===== src/rtl/ifc_pkg.sv =====
// Shared types and constants for the integer field formatter.
package ifc_pkg;

  localparam int MAX_FIELD = 60;
  localparam int NDIG      = 22;  // octal needs 22 digits for 64 bits
  localparam int NBCD      = 20;

  localparam logic [2:0] FN_DEC = 3'd0;
  localparam logic [2:0] FN_UNS = 3'd1;
  localparam logic [2:0] FN_OCT = 3'd2;
  localparam logic [2:0] FN_HXL = 3'd3;
  localparam logic [2:0] FN_HXU = 3'd4;
  localparam logic [2:0] FN_PTR = 3'd5;
  localparam logic [2:0] FN_CHR = 3'd6;
  localparam logic [2:0] FN_PCT = 3'd7;

  localparam logic [1:0] LC_INT = 2'd0;
  localparam logic [1:0] LC_HH  = 2'd1;
  localparam logic [1:0] LC_H   = 2'd2;
  localparam logic [1:0] LC_L   = 2'd3;

  typedef enum logic [2:0] {
    SEG_PADL, SEG_PRE, SEG_ZPAD, SEG_PZ, SEG_DIG, SEG_PADR, SEG_PCT
  } seg_t;

  typedef struct packed {
    logic       load;
    logic       conv;
    logic       size;
    logic       calc_pz;
    logic       calc_pad;
    logic       emit;
    logic       last;
    seg_t       sel;
    logic [5:0] idx;
  } ifc_cmd_t;

  typedef struct packed {
    logic [5:0] seg_len;
    logic [5:0] total;
  } ifc_stat_t;

endpackage


===== src/rtl/ifc_datapath.sv =====
// Datapath: argument conditioning, binary to BCD, digit sizing, field math, char select.
module ifc_datapath import ifc_pkg::*; (
  input  logic              clk,
  input  logic              rst,
  input  ifc_cmd_t          cmd,
  output ifc_stat_t         stat,
  input  logic [2:0]        func,
  input  logic [63:0]       value,
  input  logic [1:0]        length_code,
  input  logic              left_align,
  input  logic              zero_pad,
  input  logic              alt_form,
  input  logic [5:0]        field_width,
  input  logic signed [6:0] precision,
  output logic [7:0]        char_out,
  output logic              last,
  output logic              strobe
);

  logic [2:0]            fn;
  logic                  la, zp, alt, neg, prec_on;
  logic [5:0]            width, prec;
  logic [63:0]           mag;
  logic [7:0]            cval;
  logic [4*NBCD-1:0]     bcd;
  logic [NDIG-1:0][3:0]  digs;
  logic [4:0]            dlen;
  logic [1:0]            plen;
  logic                  numeric, is_nil, oct_pre;
  logic [7:0]            pre0, pre1;
  logic [5:0]            pz, pad, total;

  logic [63:0]           masked, sext;
  logic                  sgn;
  logic [4*NBCD-1:0]     bcd_adj;
  logic [NDIG-1:0][3:0]  digs_next;
  logic [4:0]            hi;
  logic [65:0]           oct_src;
  logic                  mag_zero;
  logic [5:0]            used;
  logic [4:0]            pos;
  logic [3:0]            dsel;
  logic [7:0]            ch;

  // Conditioning of the raw argument by length code
  always_comb begin
    masked = value;
    sext   = value;
    sgn    = 1'b0;
    unique case (length_code)
      LC_INT: begin
        masked = {32'd0, value[31:0]};
        sext   = {{32{value[31]}}, value[31:0]};
        sgn    = value[31];
      end
      LC_HH: begin
        masked = {56'd0, value[7:0]};
        sext   = {{56{value[7]}}, value[7:0]};
        sgn    = value[7];
      end
      LC_H: begin
        masked = {48'd0, value[15:0]};
        sext   = {{48{value[15]}}, value[15:0]};
        sgn    = value[15];
      end
      default: begin
        masked = value;
        sext   = value;
        sgn    = value[63];
      end
    endcase
  end

  // Shift-add-3 adjust, each BCD digit on its own
  always_comb begin
    bcd_adj = bcd;
    for (int i = 0; i < NBCD; i++) begin
      if (bcd[4*i +: 4] >= 4'd5) bcd_adj[4*i +: 4] = bcd[4*i +: 4] + 4'd3;
    end
  end

  assign oct_src  = {2'b00, mag};
  assign mag_zero = (mag == 64'd0);

  always_comb begin
    digs_next = '0;
    case (fn)
      FN_DEC, FN_UNS: begin
        for (int i = 0; i < NBCD; i++) digs_next[i] = bcd[4*i +: 4];
      end
      FN_OCT: begin
        for (int i = 0; i < NDIG; i++) digs_next[i] = {1'b0, oct_src[3*i +: 3]};
      end
      default: begin
        for (int i = 0; i < 16; i++) digs_next[i] = mag[4*i +: 4];
      end
    endcase
    hi = 5'd0;
    for (int i = 0; i < NDIG; i++) begin
      if (digs_next[i] != 4'd0) hi = 5'(i + 1);
    end
  end

  assign used = 6'(dlen) + 6'(plen) + pz;

  always_ff @(posedge clk) begin
    if (cmd.load) begin
      fn      <= func;
      la      <= left_align;
      zp      <= zero_pad & ~left_align;
      alt     <= alt_form;
      width   <= (field_width > 6'(MAX_FIELD)) ? 6'(MAX_FIELD) : field_width;
      prec_on <= ~precision[6];
      prec    <= (precision[5:0] > 6'(MAX_FIELD)) ? 6'(MAX_FIELD) : precision[5:0];
      cval    <= value[7:0];
      bcd     <= '0;
      neg     <= 1'b0;
      if (func == FN_DEC && sgn) begin
        mag <= ~sext + 64'd1;
        neg <= 1'b1;
      end else if (func <= FN_HXU) begin
        mag <= masked;
      end else begin
        mag <= value;
      end
    end
    if (cmd.conv) begin
      bcd <= {bcd_adj[4*NBCD-2:0], mag[63]};
      mag <= {mag[62:0], 1'b0};
    end
    if (cmd.size) begin
      digs    <= digs_next;
      numeric <= 1'b1;
      is_nil  <= 1'b0;
      oct_pre <= 1'b0;
      plen    <= 2'd0;
      pre0    <= "0";
      pre1    <= (fn == FN_HXU) ? "X" : "x";
      dlen    <= (hi == 5'd0) ? 5'd1 : hi;
      case (fn)
        FN_DEC: begin
          if (neg) begin
            plen <= 2'd1;
            pre0 <= "-";
          end
        end
        FN_OCT: begin
          if (alt && !mag_zero) begin
            plen    <= 2'd1;
            oct_pre <= 1'b1;
          end
        end
        FN_HXL, FN_HXU: begin
          if (alt && !mag_zero) plen <= 2'd2;
        end
        FN_PTR: begin
          if (mag_zero) begin
            numeric <= 1'b0;
            is_nil  <= 1'b1;
            dlen    <= 5'd5;
          end else begin
            plen <= 2'd2;
          end
        end
        FN_CHR: begin
          numeric <= 1'b0;
          dlen    <= 5'd1;
        end
        default: ;
      endcase
    end
    if (cmd.calc_pz) begin
      if (numeric && prec_on && prec > 6'(dlen)) begin
        pz <= prec - 6'(dlen) - 6'(oct_pre);
      end else begin
        pz <= 6'd0;
      end
    end
    if (cmd.calc_pad) begin
      pad   <= (width > used) ? width - used : 6'd0;
      total <= (width > used) ? width : used;
    end
  end

  always_comb begin
    unique case (cmd.sel)
      SEG_PADL: stat.seg_len = (!zp && !la) ? pad : 6'd0;
      SEG_PRE:  stat.seg_len = 6'(plen);
      SEG_ZPAD: stat.seg_len = zp ? pad : 6'd0;
      SEG_PZ:   stat.seg_len = pz;
      SEG_DIG:  stat.seg_len = 6'(dlen);
      SEG_PADR: stat.seg_len = la ? pad : 6'd0;
      default:  stat.seg_len = 6'd1;
    endcase
    stat.total = total;
  end

  assign pos  = dlen - 5'd1 - cmd.idx[4:0];
  assign dsel = digs[pos];

  always_comb begin
    ch = " ";
    unique case (cmd.sel)
      SEG_PADL, SEG_PADR: ch = " ";
      SEG_PRE:            ch = (cmd.idx == 6'd0) ? pre0 : pre1;
      SEG_ZPAD, SEG_PZ:   ch = "0";
      SEG_PCT:            ch = "%";
      default: begin
        if (is_nil) begin
          case (cmd.idx[2:0])
            3'd0:    ch = "(";
            3'd1:    ch = "n";
            3'd2:    ch = "i";
            3'd3:    ch = "l";
            default: ch = ")";
          endcase
        end else if (fn == FN_CHR) begin
          ch = cval;
        end else if (dsel < 4'd10) begin
          ch = 8'("0") + 8'(dsel);
        end else if (fn == FN_HXU) begin
          ch = 8'("A") + 8'(dsel) - 8'd10;
        end else begin
          ch = 8'("a") + 8'(dsel) - 8'd10;
        end
      end
    endcase
  end

  always_ff @(posedge clk) begin
    if (rst) begin
      strobe <= 1'b0;
      last   <= 1'b0;
    end else begin
      strobe <= cmd.emit;
      last   <= cmd.emit & cmd.last;
    end
    if (cmd.emit) char_out <= ch;
  end

endmodule


===== src/rtl/ifc_ctrl.sv =====
// Controller: sequences conversion, sizing and the emission of each field segment.
module ifc_ctrl import ifc_pkg::*; (
  input  logic      clk,
  input  logic      rst,
  input  logic      start,
  input  logic [2:0] func,
  input  ifc_stat_t stat,
  output ifc_cmd_t  cmd,
  output logic      busy
);

  typedef enum logic [3:0] {
    S_IDLE, S_CONV, S_SIZE, S_PZC, S_PADC, S_ARM,
    S_PADL, S_PRE, S_ZPAD, S_PZ, S_DIG, S_PADR, S_PCT
  } state_t;

  state_t     state;
  logic [5:0] idx;
  logic [5:0] left;
  logic       in_seg;
  logic       seg_done;

  function automatic state_t after_seg(state_t s);
    unique case (s)
      S_PADL:  return S_PRE;
      S_PRE:   return S_ZPAD;
      S_ZPAD:  return S_PZ;
      S_PZ:    return S_DIG;
      S_DIG:   return S_PADR;
      default: return S_IDLE;
    endcase
  endfunction

  assign in_seg   = (state == S_PADL) || (state == S_PRE) || (state == S_ZPAD) ||
                    (state == S_PZ) || (state == S_DIG) || (state == S_PADR);
  assign seg_done = (idx == stat.seg_len);
  assign busy     = (state != S_IDLE);

  always_comb begin
    cmd          = '0;
    cmd.load     = (state == S_IDLE) && start;
    cmd.conv     = (state == S_CONV);
    cmd.size     = (state == S_SIZE);
    cmd.calc_pz  = (state == S_PZC);
    cmd.calc_pad = (state == S_PADC);
    cmd.emit     = (in_seg && !seg_done) || (state == S_PCT);
    cmd.last     = (state == S_PCT) || (left == 6'd1);
    cmd.idx      = idx;
    unique case (state)
      S_PRE:   cmd.sel = SEG_PRE;
      S_ZPAD:  cmd.sel = SEG_ZPAD;
      S_PZ:    cmd.sel = SEG_PZ;
      S_DIG:   cmd.sel = SEG_DIG;
      S_PADR:  cmd.sel = SEG_PADR;
      S_PCT:   cmd.sel = SEG_PCT;
      default: cmd.sel = SEG_PADL;
    endcase
  end

  always_ff @(posedge clk) begin
    if (rst) begin
      state <= S_IDLE;
      idx   <= 6'd0;
      left  <= 6'd0;
    end else begin
      unique case (state)
        S_IDLE: begin
          idx <= 6'd0;
          if (start) begin
            if (func == FN_PCT)                        state <= S_PCT;
            else if (func == FN_DEC || func == FN_UNS) state <= S_CONV;
            else                                       state <= S_SIZE;
          end
        end
        S_CONV: begin
          idx <= idx + 6'd1;
          if (idx == 6'd63) state <= S_SIZE;
        end
        S_SIZE: state <= S_PZC;
        S_PZC:  state <= S_PADC;
        S_PADC: state <= S_ARM;
        S_ARM: begin
          left  <= stat.total;
          idx   <= 6'd0;
          state <= S_PADL;
        end
        S_PCT: state <= S_IDLE;
        S_PADL, S_PRE, S_ZPAD, S_PZ, S_DIG, S_PADR: begin
          if (seg_done) begin
            idx   <= 6'd0;
            state <= after_seg(state);
          end else begin
            idx  <= idx + 6'd1;
            left <= left - 6'd1;
            if (left == 6'd1) state <= S_IDLE;
          end
        end
        default: state <= S_IDLE;
      endcase
    end
  end

`ifndef SYNTHESIS
  a_emit_state: assert property (@(posedge clk) disable iff (rst)
    cmd.emit |-> (in_seg || state == S_PCT))
    else $error("emit outside an emission state");
  a_left_nonzero: assert property (@(posedge clk) disable iff (rst)
    (cmd.emit && in_seg) |-> (left != 6'd0))
    else $error("beat emitted with no characters left");
  a_last_idle: assert property (@(posedge clk) disable iff (rst)
    (cmd.emit && cmd.last) |=> (state == S_IDLE))
    else $error("not idle after last beat");
  a_load_idle: assert property (@(posedge clk) disable iff (rst)
    cmd.load |=> (state == S_CONV || state == S_SIZE || state == S_PCT))
    else $error("bad state after load");
`endif

endmodule


===== src/rtl/integer_field_formatter_core.sv =====
// Top level of the integer field formatter: controller plus datapath.
//
// Formats one printf-style integer conversion and sends its characters out.
// Input: a conversion is taken on a clock edge where start is high and busy
// is low; func, value, length_code, the flags, field_width and precision are
// sampled on that edge only. busy stays high until the last character beat
// has been issued.
// Output: each character appears on char_out for one cycle with strobe high;
// last is high on the final beat. The receiver cannot stall the stream.
// Sequence: d/i and u run a bit-serial binary to BCD conversion, then digit
// sizing and field arithmetic, then one character per cycle, with a closing
// step for each segment ahead of the one holding the last character. Beats
// leave through an output register. Other conversions skip the BCD phase;
// '%' gives a single beat.
// A new conversion is taken only after the last one has returned to idle,
// so conversions never overlap; for d/i and u the bit-serial BCD converter
// sets the pace.
// Reset (rst, synchronous) returns the controller to idle and drops strobe.
module integer_field_formatter_core import ifc_pkg::*; (
  input  logic              clk,
  input  logic              rst,
  input  logic              start,
  output logic              busy,
  input  logic [2:0]        func,
  input  logic [63:0]       value,
  input  logic [1:0]        length_code,
  input  logic              left_align,
  input  logic              zero_pad,
  input  logic              alt_form,
  input  logic [5:0]        field_width,
  input  logic signed [6:0] precision,
  output logic [7:0]        char_out,
  output logic              last,
  output logic              strobe
);

  ifc_cmd_t  cmd;
  ifc_stat_t stat;

  ifc_ctrl u_ctrl (
    .clk   (clk),
    .rst   (rst),
    .start (start),
    .func  (func),
    .stat  (stat),
    .cmd   (cmd),
    .busy  (busy)
  );

  ifc_datapath u_dp (
    .clk         (clk),
    .rst         (rst),
    .cmd         (cmd),
    .stat        (stat),
    .func        (func),
    .value       (value),
    .length_code (length_code),
    .left_align  (left_align),
    .zero_pad    (zero_pad),
    .alt_form    (alt_form),
    .field_width (field_width),
    .precision   (precision),
    .char_out    (char_out),
    .last        (last),
    .strobe      (strobe)
  );

endmodule


===== config.mk =====
export PLATFORM = sky130hd
export DESIGN_NAME = integer_field_formatter_core
export DESIGN_NICKNAME = d
export VERILOG_FILES = /design/src/rtl/ifc_pkg.sv /design/src/rtl/ifc_datapath.sv /design/src/rtl/ifc_ctrl.sv /design/src/rtl/integer_field_formatter_core.sv
export SDC_FILE = /design/constraint.sdc
export NUM_CORES = 1
export LEC_CHECK = 0
export BUFFER_PORTS_ARGS = -buffer_cell sky130_fd_sc_hd__buf_4
export CORE_MARGIN = 4
export CORE_UTILIZATION = 40
export DETAILED_ROUTE_END_ITERATION = 6
export GPL_TIMING_DRIVEN = 0
export MAX_ROUTING_LAYER = met4
export PLACE_DENSITY = 0.55
export SYNTH_ARGS = -nofsm -noshare
export SYNTH_HDL_FRONTEND = slang
export SYNTH_SLANG_ARGS = --single-unit

===== constraint.sdc =====
create_clock -name clk -period 10.4 [get_ports clk]
set_clock_uncertainty 0.15 [all_clocks]
set_input_delay 2.08 -clock clk [delete_from_list [all_inputs] [get_ports clk]]
set_output_delay 2.08 -clock clk [all_outputs]
set_load 0.02 [all_outputs]

**Yosys cells after proc, flatten, opt, wreduce, memory -nomap -nowiden**

Cells that the tools add are included.

- Register bits: 330

- Bitwise logic cells: 5
- Reductions and logical operators: 62
- $add $sub $neg: 35
- Muxes and demuxes: 96
- Equality and inequality tests: 38
- Order comparisons: 27

Operator list:

| cell | count |
|---|---|
| $pmux 64 s3 | 2 |
| $mux 64 | 4 |
| $mux 80 | 2 |
| $mux 4 | 33 |
| $pmux 64 s2 | 1 |
| $reduce_bool 4->1 | 23 |
| $ge 4x3->1 const B | 20 |
| $add 4x2->4 const B | 19 |
| $add 64x1->64 const B | 1 |
| $logic_not 64->1 | 1 |
| $not 64->64 | 1 |
| $mux 5 | 11 |
| $mux 6 | 7 |
| $mux 8 | 5 |
| $pmux 6 s6 | 1 |
| $pmux 16 s2 | 1 |
| $pmux 8 s4 | 1 |
| $pmux 4 s7 | 1 |
| $pmux 7 s4 | 1 |
| $eq 3x3->1 const B | 7 |
| $bmux 4 s5 | 1 |
| $eq 4x4->1 const B | 5 |
| $pmux 4 s5 | 1 |
| $eq 3x2->1 const B | 6 |
| 57 further kinds | 108 |

**Longest topological paths before layout**

- Depth after elaboration: 30
- Depth in mapped cells: 15
- Gate-level depth less buffers: 15

**By module**

From an unflattened synthesis, not the netlist that was laid out.

- Cells, all modules: 2,023
- Area, all modules: 20,041.7 µm²

By module, submodules not included:

| module | cells an instance | seq. area each (µm²) | area an instance (µm²) | instances |
|---|---|---|---|---|
| ifc_datapath | 1,865 | 8,888.5 | 18,756.7 | 1 |
| ifc_ctrl | 158 | 320.3 | 1,285.0 | 1 |

**Worst setup path before layout**

Ideal clock, no wire load.

- Kind: input to register
- Start: input port start
- End: register u_dp.bcd[0] (enable)
- Library setup time: 1.209 ns
- Stages on the path: 3
- Arrival time: 4.888 ns
- Path buffers: 1
- Slack: 4.152 ns
- Required time: 9.041 ns
- Cells stage by stage: nand3_1 -> clkbuf_1 -> nand2_1

- Longest elaborated chain between the ends: 2

RTL lines:

| what | line | source |
|---|---|---|
| from (decl) | integer_field_formatter_core.sv:22 | `input logic start,` |
| $logic_and 1x1->1 | ifc_ctrl.sv:41 | `cmd.load = (state == S_IDLE) && start;` |
| $reduce_bool 2->1 (no source line) | - |  |
| to (signal assigned) | ifc_datapath.sv:128 | `bcd <= {bcd_adj[4*NBCD-2:0], mag[63]};` |
| to (decl) | ifc_datapath.sv:25 | `logic [4*NBCD-1:0] bcd;` |

No other way between the ends.
A chain may end at the register's enable or synchronous reset.

**Worst setup path in the final report**

- Start: input port value[7]
- End: register u_dp.mag[58], data pin

- Longest elaborated chain between the ends: 6

RTL lines:

| what | line | source |
|---|---|---|
| from (decl) | integer_field_formatter_core.sv:25 | `input logic [63:0] value,` |
| $pmux 64 s3 | ifc_datapath.sv:50 | `unique case (length_code)` |
| $not 64->64 | ifc_datapath.sv:119 | `mag <= ~sext + 64'd1;` |
| $add 64x1->64 | ifc_datapath.sv:119 |  |
| $mux 64 * | ifc_datapath.sv:118 | `if (func == FN_DEC && sgn) begin` |
| $mux 64 * | ifc_datapath.sv:107 | `if (cmd.load) begin` |
| $mux 64 * | ifc_datapath.sv:127 | `if (cmd.conv) begin` |
| to (signal assigned) | ifc_datapath.sv:119 |  |
| to (signal assigned) | ifc_datapath.sv:122 | `mag <= masked;` |
| to (signal assigned) | ifc_datapath.sv:129 | `mag <= {mag[62:0], 1'b0};` |
| to (decl) | ifc_datapath.sv:23 | `logic [63:0] mag;` |

Every way passes the cells marked *; elsewhere a longest branch is shown, timed or not. The select of a mux whose other input is x is not followed.

==> out/results.ini <==
[floorplan]
core_mm2=0.0501
boundaryPins=99
dieArea_mm2=0.0542
start_util_pct=40.4
die_x_um=233
die_h_um=233
num_rows=82

[drt]
wl_per_cell_um=23.2
drt_iter0_drc=1965
route.vias.total=17800
drtAntennaViolNets=0
drc=0
routed_wl_um=69300
drt-pass1-iter-count=6
vias_per_cell=5.96

[timing]
max_slew_margin_pct=32.9
finalSetupTns_ns=0
worst_pin_slew_ns=1.01
final.period_utilization_pct=55.9
fin_crit_ns=5.81
finalHoldViolations=0
setup-violations-final=0
rsz0062_at_grt=no
fmax_mhz=172
maxSlewViolCount=0

[synthesis]
synth-edff-count=294
synth_cells=2138
synth.net_count=2312
synth_common_cells=edfxtp_1, nand2_1, o21ai_0, nor2_1, a21oi_1
ys_seq_area_share_pct=45.6
synth_flop_cell=edfxtp_1
ys_ff_latch=313
yosys-top-cells-area=edfxtp_1, ha_1, o21ai_0
syn_area_per_cell_um2=9.45
synth.distinct_cells=78
synth.most_common_cell=edfxtp_1
yosysTopAreaCellShare_pct=43.7
yosys.area.top_type=edfxtp_1
syn-cell-area_mm2=0.0202
synthArstFlopShare_pct=0
yosysWarnings=0

[worst_setup_path]
start_kind=input pin
r2r_setup_slack_ns=4.92
worstReg2RegStart=u_ctrl.idx[0]
worst_path_max_delay_cell=clkbuf_1
critPathArrivalTime_ns=5.96
cp-startpoint=value[7]
cpMostUsedCell=clkbuf_1
worstSetupPathType=input pin to register
critPathRequiredTime_ns=10.55
critPathMaxStageDelay_ns=0.67
reg2reg_to=u_dp.char_out[2]
rr_worst_depth=14
worstPathMaxFanout=10
end_kind=register
path_cells=buf_4 > clkbuf_1 > mux2i_1 > o21ai_0 > a21oi_1 > or4_1 > clkbuf_1 > inv_1 > clkbuf_1 > buf_1 > o21ai_0 > nand4_1 > nand3_1

[power_and_ir_drop]
power_density_mw_per_mm2=313
internal_power_uw=4120
irDropWorstVdd_uv=131
clockPowerShare_pct=18.7
p_seq_share_pct=36.0
swShare_pct=43.1
p_switching_uw=3120
p_leak_uw=0.00840
combPwrFrac_pct=45.3

[clock_network]
insertion_delay_ns=0.56
cts-root-buf=clkbuf_16
cts-htree-levels=2
path_clk_slew_ns=0.06
cts_tree=built
cts.sinks=313
cts_setup_buffers=0
hold_buffers=0
clock_path_buffers=3
numCtsBuffers=40
ctsResizeCount=0

[layout]
final_util_pct=46.2
n_fill_cell=4897
area_growth_pct=14.5
nNetsFinal=2455
layout.cells.non_filler=2983
layout-drive-gt1-share_pct=8.92

[status]
outcome=completed

[global_routing]
antenna_found_initial=1
grt_pass1_vias=17400
grt_max_degree=66
grtUsageTotal_pct=26.0
grt-ovfl-total=0
grt_first_pass_wirelength_um=105000

[placement]
portBuffers=97
hpwl_um=52700
place_inst=2911
place.gp.congestion=0.964

[hold_path]
min-delay-start=u_ctrl.left[1]
hold_path_end=u_ctrl.left[1]
min_path_type=register to register
hold_depth=2

[job]
maxCapViolations=0

==> state kept, by name (all words and copies together) (netlist names), 8 cells and up <==
| name | count |
|---|---|
| u_dp.digs | 84 |
| u_dp.bcd | 80 |
| u_dp.mag | 64 |
| u_dp.char_out | 8 |
| u_dp.cval | 8 |
==> layout make-up <==
| cell class | instances | area, um^2 | share of cell area [%] |
|---|---|---|---|
| diodes | 1 | 2.50 | 0.0108 |
| plain buffers | 115 | 435 | 1.88 |
| clock buffers | 48 | 1050 | 4.55 |
| clock inverters | 23 | 191 | 0.827 |
| inverters | 133 | 499 | 2.16 |
| multi-input cells | 1577 | 10100 | 43.6 |
| flip-flops and latches | 313 | 9210 | 39.8 |
| well taps | 672 | 841 | 3.63 |
| repair buffers | 101 | 831 | 3.59 |
==> per-stage QoR <==
stage	power, uW	worst slack (ns)	hold WS (ns)	area (um^2)
floorplan	4720	4.15	0.307	20200
global placement	5850	1.63	0.321	21800
detailed placement	5870	4.04	0.326	21900
CTS	7250	4.63	0.334	23100
global route	7710	4.37	0.382	23100
finish	7240	4.59	0.330	23100
==> power by group through the flow <==
stage	clock [uW]	sequential, uW	combinational (uW)
6_report	1350	2610	3280
5_1_grt	1430	2650	3640
4_1_cts	1380	2590	3280
3_5_place_dp	0	2620	3260
3_3_place_gp	0	2700	3150
2_1_floorplan	0	2420	2300
==> cells by family (layout without fill, tap and decap cells) <==
family	Yosys count	in the layout	synth area share, %
AOI/OAI and AO/OA	651	651	20.2
and+or+nand+nor	722	722	17.2
buffers and inverters	248	420	4.62
DFF	313	313	45.6
other	0	1	0
adders and majority gates	86	86	5.58
muxes	38	38	3.32
xor gates and xnor gates	80	80	3.47
==> worst max-delay path, delay by kind of cell <==
family	cells	cell delay, ns
AND/OR/NAND/NOR	3	0.69
AO/OA/AOI/OAI	3	0.50
buffers and inverters	6	2.46
multiplexers	1	0.20
==> cells in the final DEF (no fill, tap or decap), drive strengths merged, types with 35 or more instances in the layout <==
| cell type | Yosys | layout |
|---|---|---|
| xor2 | 38 | 38 |
| a22o | 39 | 39 |
| buf | 17 | 118 |
| a22oi | 58 | 58 |
| ha | 79 | 79 |
| nand2 | 212 | 212 |
| inv | 132 | 132 |
| edfxtp | 294 | 294 |
| nor2 | 188 | 188 |
| xnor2 | 42 | 42 |
| nor3 | 73 | 73 |
| o21ai | 198 | 198 |
| clkbuf | 98 | 146 |
| nand2b | 35 | 35 |
| nor4 | 37 | 37 |
| a21oi | 187 | 187 |
==> per-layer routing <==
layer	global-route usage, %	up-vias	wire [um]
met5	-	-	0
met4	9.92	0	2820
met3	3.94	180	5030
met2	41.6	809	32400
met1	33.4	8553	29000
li1	-	8250	-
==> worst max-delay path by stage <==
| stage | end | cells past startpoint |
|---|---|---|
| final | u_dp.mag[58] | 13 |
| after global routing | u_dp.mag[58] | 13 |
| after CTS | u_dp.mag[58] | 13 |
| after detailed placement | u_dp.mag[58] | 13 |
| after global placement | u_dp.bcd[77] | 4 |
| after floorplan | u_dp.bcd[0] | 3 |
No activity file was read; power rests on OpenSTA's default activity.
